`config.mk`:
```
export PLATFORM = sky130hd
export DESIGN_NAME = ifgs_axis
export DESIGN_NICKNAME = d
export VERILOG_FILES = /design/src/hw/rtl/ifgs_pkg.sv /design/src/hw/rtl/ifgs_axis.sv
export SDC_FILE = /design/constraint.sdc
export NUM_CORES = 1
export LEC_CHECK = 0
export BUFFER_PORTS_ARGS = -buffer_cell sky130_fd_sc_hd__buf_2
export CORE_UTILIZATION = 30
export CTS_CLUSTER_DIAMETER = 50
export DETAILED_ROUTE_END_ITERATION = 10
export GPL_TIMING_DRIVEN = 0
export PLACE_DENSITY = 0.61
export SETUP_SLACK_MARGIN = 0.2
export SLEW_MARGIN = 30
export SYNTH_ARGS = -nofsm -noshare
export SYNTH_HDL_FRONTEND = slang
export SYNTH_SLANG_ARGS = --single-unit
export TNS_END_PERCENT = 30
```
`constraint.sdc`:
```
create_clock -name clk -period 3.7 [get_ports clk]
set_input_delay 0.185 -clock clk [delete_from_list [all_inputs] [get_ports clk]]
set_output_delay 0.185 -clock clk [all_outputs]
set_load 0.01 [all_outputs]
```
`src/hw/rtl/ifgs_pkg.sv`:
```
`default_nettype none
package ifgs_pkg;

  // Reciprocal is floor(2^32 / v), so the quotient needs 33 bits.
  localparam int unsigned QuoWidth   = 33;
  localparam int unsigned GradWidth  = 34;
  localparam int unsigned ModelWidth = 2;

  // Lattice model codes.
  localparam logic [ModelWidth-1:0] MODEL_D2Q9 = 2'd0;

  // Neighbor presence flags of one axis.
  typedef struct packed {
    logic first_present;
    logic second_present;
  } ifgs_pres_t;

endpackage
`default_nettype wire

```
`src/hw/rtl/ifgs_axis.sv`:
```
`default_nettype none
module ifgs_axis import ifgs_pkg::*; (
  input  wire logic                        clk,
  input  wire logic [QuoWidth-1:0]         rc_center,
  input  wire logic [QuoWidth-1:0]         rc_first,
  input  wire logic [QuoWidth-1:0]         rc_second,
  input  wire ifgs_pres_t                  pres,
  input  wire logic                        bad,
  output logic signed [GradWidth-1:0]      grad
);

  logic signed [GradWidth-1:0] diff;
  logic                        halve;
  logic                        zero;
  logic [QuoWidth-1:0]         op_a;
  logic [QuoWidth-1:0]         op_b;

  // The center stands in for a missing neighbor.
  assign op_a = pres.first_present  ? rc_first  : rc_center;
  assign op_b = pres.second_present ? rc_second : rc_center;

  // Difference stage.
  always_ff @(posedge clk) begin
    diff  <= $signed({1'b0, op_a}) - $signed({1'b0, op_b});
    halve <= pres.first_present & pres.second_present;
    zero  <= bad | ~(pres.first_present | pres.second_present);
  end

  // Halving uses an arithmetic shift, which rounds toward minus infinity.
  always_ff @(posedge clk) begin
    if (zero) begin
      grad <= '0;
    end else if (halve) begin
      grad <= diff >>> 1;
    end else begin
      grad <= diff;
    end
  end

endmodule
`default_nettype wire

```
Yosys cells after proc, flatten, opt, wreduce, memory -nomap -nowiden --
Index checks and enable logic that the tools add are counted.
Operators by class: $add $sub $neg 1, multiplexer cells 3, bitwise operators 4
Operators by type and width (count):
- $mux W33 | 3
- $sub A33 B33 Y34 | 1
- $or A1 B1 Y1 | 2
- $and A1 B1 Y1 | 1
- $not A1 Y1 | 1
Word-level totals: bits in registers 70, input bits 103, output and inout port bits 34, word-level logic and storage cells 12

Logic depth before layout (Yosys ltp) --
depth after elaboration 3, mapped depth 13, gate-level depth less buffers 11

Worst setup path after synthesis --
Ideal clock, no wire load.
path kind in2reg, from input port pres[1] (netlist bit), to register diff[19], library setup time 131 ps, arrival time 2837 ps, setup slack 732 ps, stages on the path 12, path through clkbuf_1 > buf_1 > mux2_2 > ha_1 > buf_2 > a21oi_1 > o21ai_0 > and3_1 > or3_1 > a21oi_1 > o31ai_1 > xor2_1
On the way: word-level cells in the longest chain between the ends 2
Ends and longest elaborated chain:
- start, declared | RTL line ifgs_axis.sv:7 | input wire ifgs_pres_t pres,
- $mux W33 | RTL line ifgs_axis.sv:19 | assign op_a = pres.first_present ? rc_first : rc_center;
- $sub A33 B33 Y34 | RTL line ifgs_axis.sv:24 | diff <= $signed({1'b0, op_a}) - $signed({1'b0, op_b});
- end signal, assigned | RTL line ifgs_axis.sv:24
- end, declared | RTL line ifgs_axis.sv:12 | logic signed [GradWidth-1:0] diff;
No other way between the ends. A chain may end at the register's enable or synchronous reset.

Worst setup path in the final report --
from input port pres[1] (netlist bit), to register diff[33]
Same word-level chain as after synthesis.

==> run metrics <==
status finished, violations left; violated checks design-rule violations; MaxCap Viol Count 0; XOR/XNOR share of the synthesized area 0.04805; Crit. End Element register; Final period util 0.8384; Tightest Pin Transition 0.6372 ns; GR peak layer met2; maximum fanout along the worst path 10; post-synthesis compound-gate area fraction 0.1532; M1 GR Usage 0.1917; Vias/cell between 4 and 5; final net count ~800; final setup TNS 0 ns; post-synth top area cell dfxtp_1; min Tclk post-route between 3 and 4 ns; syn_nets 638; Netlist Area Pre-Place about 4600 sq um; commonest non-fill, non-tap cell in the layout buf_2; total grt overflow 0; leakage 2.731 nW; setup violators final 0; Max Clock Skew 0.003091 ns; Fin. Hold Viols 0; number of CTS-inserted buffers 9; Worst Path Class, Setup in2reg; simple-gate share of the synthesized area 0.1365; CTS Buffer Depth 2; Min-Delay Path Class in2reg; Post-synth ARST share 0; GR Util met3 0.02353; Area growth syn-to-layout 27.29%; GPL Wtd Cong 0.8162; Cells after Synth 501; DR iter-0 viols 152; Routed Antenna Nets 0; pin count of the biggest net entering global routing 12; # DRC 6; Row Count between 40 and 50; slew margin rel. 0.5752; Clock Root Buffer clkbuf_16; Netlist cell types 49; GRT Overall Usage 0.1450; Avg WL per Cell roughly 13 microns; top cells by area, synth dfxtp_1, mux2i_1, ha_1, mux2_2, nor2_1; most frequent cells in the layout buf_2, dfxtp_1, mux2i_1; sequential share of the synthesized area 0.3075; n_diodes 0; final wirelength 10980 microns; Ys Warns 0; total power 0.002860 W; Slew Limit Fails 0; H-tree levels 3; DR vias 3948; pre-CTS WS -0.06048 ns; I/O Buffers 134; Critical Path RT 3.91 ns; clock transition at the registers of the reported paths 0.05 ns; Post-synth EDFFs 0; PD cells ~490 nW/um^2; largest family of logic cells by synthesized area multiplexers; CTS tree built; Highest Clock Rate 322.4 MHz; IO Pins 137; TritonCTS Sinks 70; Initial Util 0.3100; met2 usage in global routing 0.2360; Peak supply drop between 0.2 and 0.25 mV; CP startpoint kind primary input; die width between 100 and 150 microns; die area 15690 sq um; first-pass GRT wire length 18210 microns; Die Ht between 100 and 150 microns; multiplexer share of the synthesized area 0.2331; RSZ-0062 raised after global routing false; vias in the first global route about 3800; Synth top area share 0.3075; drt pass-1 iters 7; Core Region 14700 sq um; Post-Synth Adder-Cell Area 0.09500; Avg Inst Size Synth 9.096 sq um; Worst Setup Slack, final 0.5981 ns; layout cell share with drive strength beyond 1 0.3072; top_reg_cell synth dfxtp_1; Crit path arrival time approximately 3.3 ns; synthesized flop and latch total 70; Post-DP HPWL 9090 microns; worst skew pair latency roughly 0.32 ns; antenna violations before repair 0
==> path summary, 6_finish.rpt <==
kind	cells after the start	from	to	slack, ns
hold / removal	2	bad	zero	0.06
setup reg to reg	4	halve	grad[8]	2.09
setup / recovery	11	pres[1]	diff[33]	0.60
hold reg to reg	1	diff[33]	grad[33]	0.47
==> cells by family after synthesis <==
| logic type | count (synthesis) |
|---|---|
| compound gates | 103 |
| xor+xnor | 25 |
| fa+ha+maj | 34 |
| flops | 70 |
| mux | 102 |
| simple gates | 135 |
| buf+inv | 32 |
==> registers in the layout, summed over array words and instances, names as in the netlist <==
name / count
halve: 1
grad: 34
diff: 34
zero: 1
==> what timing repair did <==
action	CTS	global route
setup buffers	0	0
resized for setup	0	9
hold endpoints to repair	0	0
hold buffers	0	0
endpoints found under the setup margin	0	6
==> routing by layer <==
metal	up-vias	wire, microns	share of wire
met3	15	462	0.042
met5	-	0	0
met4	0	177	0.016
met1	1758	5271	0.48
li1	2095	-	-
met2	80	5072	0.46
==> power by group <==
part           switching [W]  leakage, nW  internal [W]  total (W)
combinational       0.000496         1.98      0.000412   0.000908
clock               0.000287        0.166      0.000643   0.000930
sequential         0.0000794        0.585      0.000943    0.00102
total               0.000862         2.73       0.00200    0.00286
==> per-stage QoR <==
step / instances / util / hold WS [ns] / area (sq um)
after floorplan: 501 / - / 0.2918 / 4557
after global placement: 819 / 0.3713 / 0.3882 / 5458
after detailed placement: 819 / 0.3713 / 0.3862 / 5458
after CTS: 835 / 0.3941 / 0.04615 / 5793
after global routing: 835 / 0.3946 / 0.05166 / 5801
final: 835 / 0.3946 / 0.05791 / 5801
==> Yosys cell counts (all sizes together) (4+ instances only) <==
cell    instances
nand3          13
buf             6
mux2           33
xor2           10
a211oi          4
a21boi          5
a21oi          33
dfxtp          70
and2            4
o211ai          5
mux2i          69
o21a            5
inv             8
nand2          25
ha             33
nor3            7
nor2           60
xnor2          15
clkbuf         18
a21o           17
o21ai          17
o31ai           4
nor2b           6
==> worst max-delay path, cell delays in order <==
cell       delay, ns
clkbuf_1        0.34
clkbuf_2        0.36
mux2_2          0.37
ha_1            0.27
buf_2           0.19
nand3_1         0.09
a211oi_1        0.42
o2111ai_1       0.20
a21oi_1         0.36
o21ai_0         0.16
a221o_1         0.36
==> layout make-up <==
| class | instances | area [sq um] |
|---|---|---|
| repair buffers | 134 | 670.6 |
| flip-flops and latches | 70 | 1401 |
| multi-input cells | 399 | 3034 |
| inverters | 8 | 30.03 |
| well taps | 184 | 230.2 |
| clock inverters | 3 | 65.06 |
| plain buffers | 24 | 98.84 |
| fillers | 1487 | 8899 |
| clock buffers | 13 | 270.3 |
(Power assumes the default switching activity.)
