==> config.mk <==
export PLATFORM = sky130hd
export DESIGN_NAME = ifgs_recip
export DESIGN_NICKNAME = d
export VERILOG_FILES = /design/src/hw/rtl/ifgs_pkg.sv /design/src/hw/rtl/ifgs_recip.sv
export SDC_FILE = /design/constraint.sdc
export NUM_CORES = 2
export LEC_CHECK = 0
export ABC_CLOCK_PERIOD_IN_PS = 6800
export BUFFER_PORTS_ARGS = -buffer_cell sky130_fd_sc_hd__buf_2
export CAP_MARGIN = 20
export CORE_ASPECT_RATIO = 1.5
export CORE_UTILIZATION = 59
export CTS_CLUSTER_SIZE = 14
export DETAILED_ROUTE_END_ITERATION = 10
export PLACE_DENSITY_LB_ADDON = 0.12
export RECOVER_POWER = 25
export SETUP_SLACK_MARGIN = 0.15
export SLEW_MARGIN = 20
export SYNTH_ARGS = -nofsm -noshare
export SYNTH_HDL_FRONTEND = slang
export SYNTH_SLANG_ARGS = --single-unit
==> constraint.sdc <==
create_clock -name clk -period 6.8 [get_ports clk]
set_clock_uncertainty 0.2 [all_clocks]
set_input_delay 0.34 -clock clk [delete_from_list [all_inputs] [get_ports clk]]
set_output_delay 0.34 -clock clk [all_outputs]
set_load 0.01 [all_outputs]
==> src/hw/rtl/ifgs_pkg.sv <==
`default_nettype none
package ifgs_pkg;

  // Reciprocal is floor(2^32 / v), so the quotient needs 33 bits.
  localparam int unsigned QuoWidth   = 33;
  localparam int unsigned GradWidth  = 34;
  localparam int unsigned ModelWidth = 2;

  // Lattice model codes.
  localparam logic [ModelWidth-1:0] MODEL_D2Q9 = 2'd0;

  // Neighbor presence flags of one axis.
  typedef struct packed {
    logic first_present;
    logic second_present;
  } ifgs_pres_t;

endpackage
`default_nettype wire

==> src/hw/rtl/ifgs_recip.sv <==
`default_nettype none
module ifgs_recip import ifgs_pkg::*; #(
  parameter int unsigned VALUE_WIDTH = 24
) (
  input  wire logic                   clk,
  input  wire logic [VALUE_WIDTH-1:0] den,
  output logic      [QuoWidth-1:0]    quo
);

  // Partial remainder, quotient and divisor at each stage boundary.
  logic [VALUE_WIDTH-1:0] rem_r [QuoWidth+1];
  logic [QuoWidth-1:0]    quo_r [QuoWidth+1];
  logic [VALUE_WIDTH-1:0] div_r [QuoWidth+1];

  // A zero value is read as one.
  assign rem_r[0] = '0;
  assign quo_r[0] = '0;
  assign div_r[0] = (den == '0) ? VALUE_WIDTH'(1) : den;

  // One restoring division step per stage; the dividend 2^32 has only its top bit set.
  for (genvar s = 0; s < QuoWidth; s++) begin : g_step
    logic [VALUE_WIDTH:0] shifted;
    logic                 ge;

    assign shifted = {rem_r[s], (s == 0) ? 1'b1 : 1'b0};
    assign ge      = shifted >= {1'b0, div_r[s]};

    always_ff @(posedge clk) begin
      rem_r[s+1] <= ge ? VALUE_WIDTH'(shifted - {1'b0, div_r[s]}) : shifted[VALUE_WIDTH-1:0];
      quo_r[s+1] <= {quo_r[s][QuoWidth-2:0], ge};
      div_r[s+1] <= div_r[s];
    end
  end

  assign quo = quo_r[QuoWidth];

endmodule
`default_nettype wire

Word level (Yosys, flattened, before mapping)
Index checks and enable logic that the tools add are counted.

operators by class
  multiplexer cells = 32
  $add $sub $neg = 32
  magnitude comparators = 33
  reduce and logical (&&, ||, !) cells = 1

operators by type and width
  operator                 count
  $ge A25 B24 Y1           32
  $mux W24                 32
  $sub A24 B24 Y24         31
  $ge A1 B24 Y1 const A    1
  $logic_not A24 Y1        1
  $sub A1 B24 Y24 const A  1

storage, ports and cells
  bits of input ports = 25
  output and inout bits = 33
  logic and storage cells = 226
  register bits after elaboration = 2097

Longest topological paths before layout
  depth in word-level cells = 3
  depth in mapped cells = 15
  gate-level depth less buffers = 13

Worst setup path after synthesis
Ideal clock, no wire load.

  path type = reg2reg
  from = register div_r[673] in the netlist's numbering
  to = register rem_r, in the netlist g_step[6].shifted[10]
  setup slack = 3326 ps
  arrival time = 3153 ps
  period minus slack after synthesis = 3474 ps
  cell stages (with the launch flop) = 14
  buffers on the path = 1
  cell sequence = dfxtp_1 inv_1 ha_1 nor2b_1 o21a_1 o21ai_0 a21oi_1 a221o_1 a21oi_1 a31oi_1 a211o_1 a211oi_4 buf_4 mux2_2

on the way
  cells in the longest elaborated chain, start to end = 2
  elaborated cells between the ends (all ways) = 3
  those cells by class = add/sub (1); order compare (1); mux (1)

ends and longest elaborated chain
  what                                                       line                                text
  start, declared                                            ifgs_recip.sv:13                    logic [VALUE_WIDTH-1:0] div_r [QuoWidth+1];
  start signal, assigned by index                            ifgs_recip.sv:31                    div_r[s+1] <= div_r[s];
  $sub A24 B24 Y24 / $ge A25 B24 Y1 (equally long branches)  ifgs_recip.sv:29, ifgs_recip.sv:26
  $mux W24 *                                                 ifgs_recip.sv:29                    rem_r[s+1] <= ge ? VALUE_WIDTH'(shifted - {1'b0, div_r[s]}) : shifted[VALUE_WIDTH-1:0];
  end signal, assigned by index                              ifgs_recip.sv:29
  end, declared                                              ifgs_recip.sv:11                    logic [VALUE_WIDTH-1:0] rem_r [QuoWidth+1];

Every way passes the cells marked *; elsewhere a longest branch is shown, timed or not.
A chain may end at the register's enable or synchronous reset.

Worst setup path in the final report
  from = register div_r[745] in the netlist's numbering
  to = register rem_r, in the netlist g_step[3].shifted[20]

on the way
  cells in the longest elaborated chain, start to end = 2
  elaborated cells between the ends (all ways) = 3
  those cells by class = add/sub (1); order compare (1); mux (1)

ends and longest elaborated chain
  what              line              text
  $ge A25 B24 Y1    ifgs_recip.sv:26  assign ge = shifted >= {1'b0, div_r[s]};
  via g_step[2].ge  ifgs_recip.sv:23  logic ge;
  $mux W24          ifgs_recip.sv:29

The timed path passes the listed nets, and every way through them passes these cells.

==> results_dict.tcl <==
set metrics [dict create \
    startpoint "div_r[745]" \
    io_buffers 57 \
    ctsHoldBuffers 47 \
    die_h_microns 478 \
    r2r_setup_slack_ns 2.33 \
    status "completed" \
    clock_latency_ns 0.82 \
    final.min_clock_period_ns 4.47 \
    initial_core_util_pct 59.5 \
    clock_path_buffers 3 \
    initialDrtViolationCount 2992 \
    core_sq_um 150000 \
    synth_area_sq_um 89200 \
    worstMarginPinSlew_ns 1.10 \
    ff_latch_area_sq_um 42000 \
    drc_errors 0 \
    ys.warnings.count 0 \
    critPathSlowestCell "a2111oi_4" \
    cp_cell_sequence "inv_1 -> ha_1 -> nor2b_1 -> o31a_1 -> o41a_1 -> a41oi_1 -> o21ai_1 -> a41oi_2 -> o211ai_1 -> a2111oi_4 -> buf_4 -> inv_2 -> mux2_1" \
    crit_required_ns 7.31 \
    critical_path_depth 13 \
    vias 63200 \
    synth-seq-cells 2097 \
    synth_area_leaders "dfxtp_1, ha_1, inv_1" \
    clkTransAtPathRegs_ns 0.06 \
    grt_max_degree 49 \
    finalWeightedCongestion 0.940 \
    cts_resized 0 \
    setup_tns_ns 0 \
    final_cell_mix "dfxtp_1, inv_1, ha_1" \
    synthCells 9186 \
    die_x_microns 319 \
    fmax_ghz 0.224 \
    crit_path_start_kind "flip-flop" \
    synth-main-ff-cell "dfxtp_1" \
    synth.distinct_cells 91 \
    synth_nets 10000 \
    cp_num_buf_inv 3 \
    synthArstFlopShare_pct 0 \
    cts_setup_buffers 0 \
    p_per_area_nw_per_um2 420 \
    cts_tree "built" \
    ir_worst_vdd_v 0.000286 \
    r2r-start "div_r[745]" \
    rows 174 \
    groute.usage.overall_pct 26.3 \
    grt_first_pass_wirelength_mm 323 \
    overflow 0 \
    endpoint "g_step[3].shifted[20]" \
    max_cap_violations 0 \
    wl_per_cell_microns 17.8 \
    via_per_inst 5.55 \
    worstSetupPathType "flip-flop to flip-flop" \
    ant_nets 0 \
    synthDominantCellAreaShare_pct 47.1 \
    cts_buffers 191 \
    hold_viol_final 0 \
    fillCellCount 12200 \
    syn_area_per_cell_sq_um 9.71 \
    cts_max_level 4 \
    utilization_pct 65.6 \
    dieArea_sq_um 153000 \
    dr.pass1.iters 7 \
    antenna_found_initial 2 \
    cp_top_family "compound AO/OA/AOI/OAI gates" \
    slowest_delay_ns 0.93 \
    setup_viol 0 \
    fin_crit_sh_pct 65.7 \
    drive_above_1_share_pct 8.53 \
    hold_path.class "flip-flop to flip-flop" \
    timing.rr.end "g_step[3].shifted[20]" \
    area_delta_synth_final_pct 10.3 \
    wl_mm 202 \
    critPathCaptureType "flip-flop" \
    synth-edff-count 0 \
    cts_root_buf "clkbuf_16" \
    grt_setup_unrepaired "no" \
    grt_pass1_vias 64000 \
    relSlewSlack_pct 26.2 \
    ys_seq_area_share_pct 47.1 \
    synth_area_leader_cell "dfxtp_1" \
    io_pins 58 \
    cp.arrival_ns 4.98 \
    multi_input_area_sq_um 42800 \
    layout_commonest_cell "dfxtp_1" \
    critPathMaxFanout 29 \
    p_leak_nw 46.5 \
    cts_sinks 2097 \
    layout.nets 10100 \
    final_max_slew_viol_count 0 \
    reg2reg_depth 13 \
    post-dp-hpwl_mm 157 \
]
area by class of cell:
class	instances	area share, %
multi-input combinational	5908	43.5
sequential	2097	42.7
clock buffer	259	5.61
inverter	979	3.74
tap	1936	2.46
timing repair buffer	131	1.04
clock inverter	73	0.973
antenna	1	0.00254
registers in the layout, indices dropped and copies added, names as in the netlist:
| register | count |
|---|---|
| quo_r | 528 |
| g_step.shifted | 768 |
| quo | 33 |
| div_r | 768 |
kinds of logic (layout without fill, tap and decap cells):
kind of cell    after synthesis  in the layout  share of synthesized area (%)
fa+ha+maj                   799            799                           11.5
other cells                   0              1                              0
flops                      2097           2097                           47.1
compound gates             2236           2236                           15.9
buf+inv                    1181           1442                           5.15
mux                         348            348                           4.36
xor+xnor                    564            564                           5.54
simple gates               1961           1961                           10.5
worst min-delay path by stage:
| stage | from | to | slack, ns | depth (start not counted) |
|---|---|---|---|---|
| after floorplan | quo_r[42] | quo[10] | 0.11 | 0 |
| after detailed placement | quo_r[141] | quo_r[109] | 0.11 | 0 |
| final | quo_r[86] | quo_r[54] | 0.12 | 0 |
| after global placement | quo_r[256] | quo_r[224] | 0.11 | 0 |
| after CTS | den[0] | div_r[768] | 0.01 | 3 |
| after global routing | den[0] | div_r[768] | 0.10 | 3 |
metal layers:
metal / track usage, % / up-vias / part of all wire (%)
li1: - / 31800 / -
met1: 26.6 / 29500 / 37
met2: 51.2 / 1324 / 54
met3: 2.86 / 575 / 3.0
met4: 15.7 / 0 / 6.0
met5: 0 / - / 0
cells in the mapped netlist (all sizes together), types with 78 or more instances:
library cell     n
a21o           333
a21oi          584
and3            78
clkbuf         136
dfxtp         2097
ha             768
inv            978
mux2           326
nand2          614
nand2b         128
nand3          140
nand4          101
nor2           464
nor2b          119
nor3           128
o21a           111
o21ai          600
xnor2          345
xor2           219
power by group:
| group | switching, mW | internal (mW) | total (mW) | leakage, nW |
|---|---|---|---|---|
| sequential | 1.29 | 14.6 | 15.9 | 17.4 |
| combinational | 7.97 | 6.57 | 14.5 | 25.9 |
| clock | 4.61 | 6.26 | 10.9 | 3.18 |
| total | 13.9 | 27.4 | 41.3 | 46.5 |
metrics by stage:
stage | area, sq um | cells | total power [mW] | hold slack (ns) | setup slack, ns
floorplan | 89200 | 9186 | 27.1 | 0.110 | 3.33
global route | 98300 | 11400 | 44.0 | 0.100 | 2.05
detailed placement | 91300 | 11000 | 30.5 | 0.112 | 2.37
global placement | 91300 | 11000 | 30.3 | 0.110 | 2.38
CTS | 98300 | 11400 | 41.6 | 0.0111 | 2.37
finish | 98300 | 11400 | 41.3 | 0.116 | 2.33
Power figures use the tool's default switching activity.
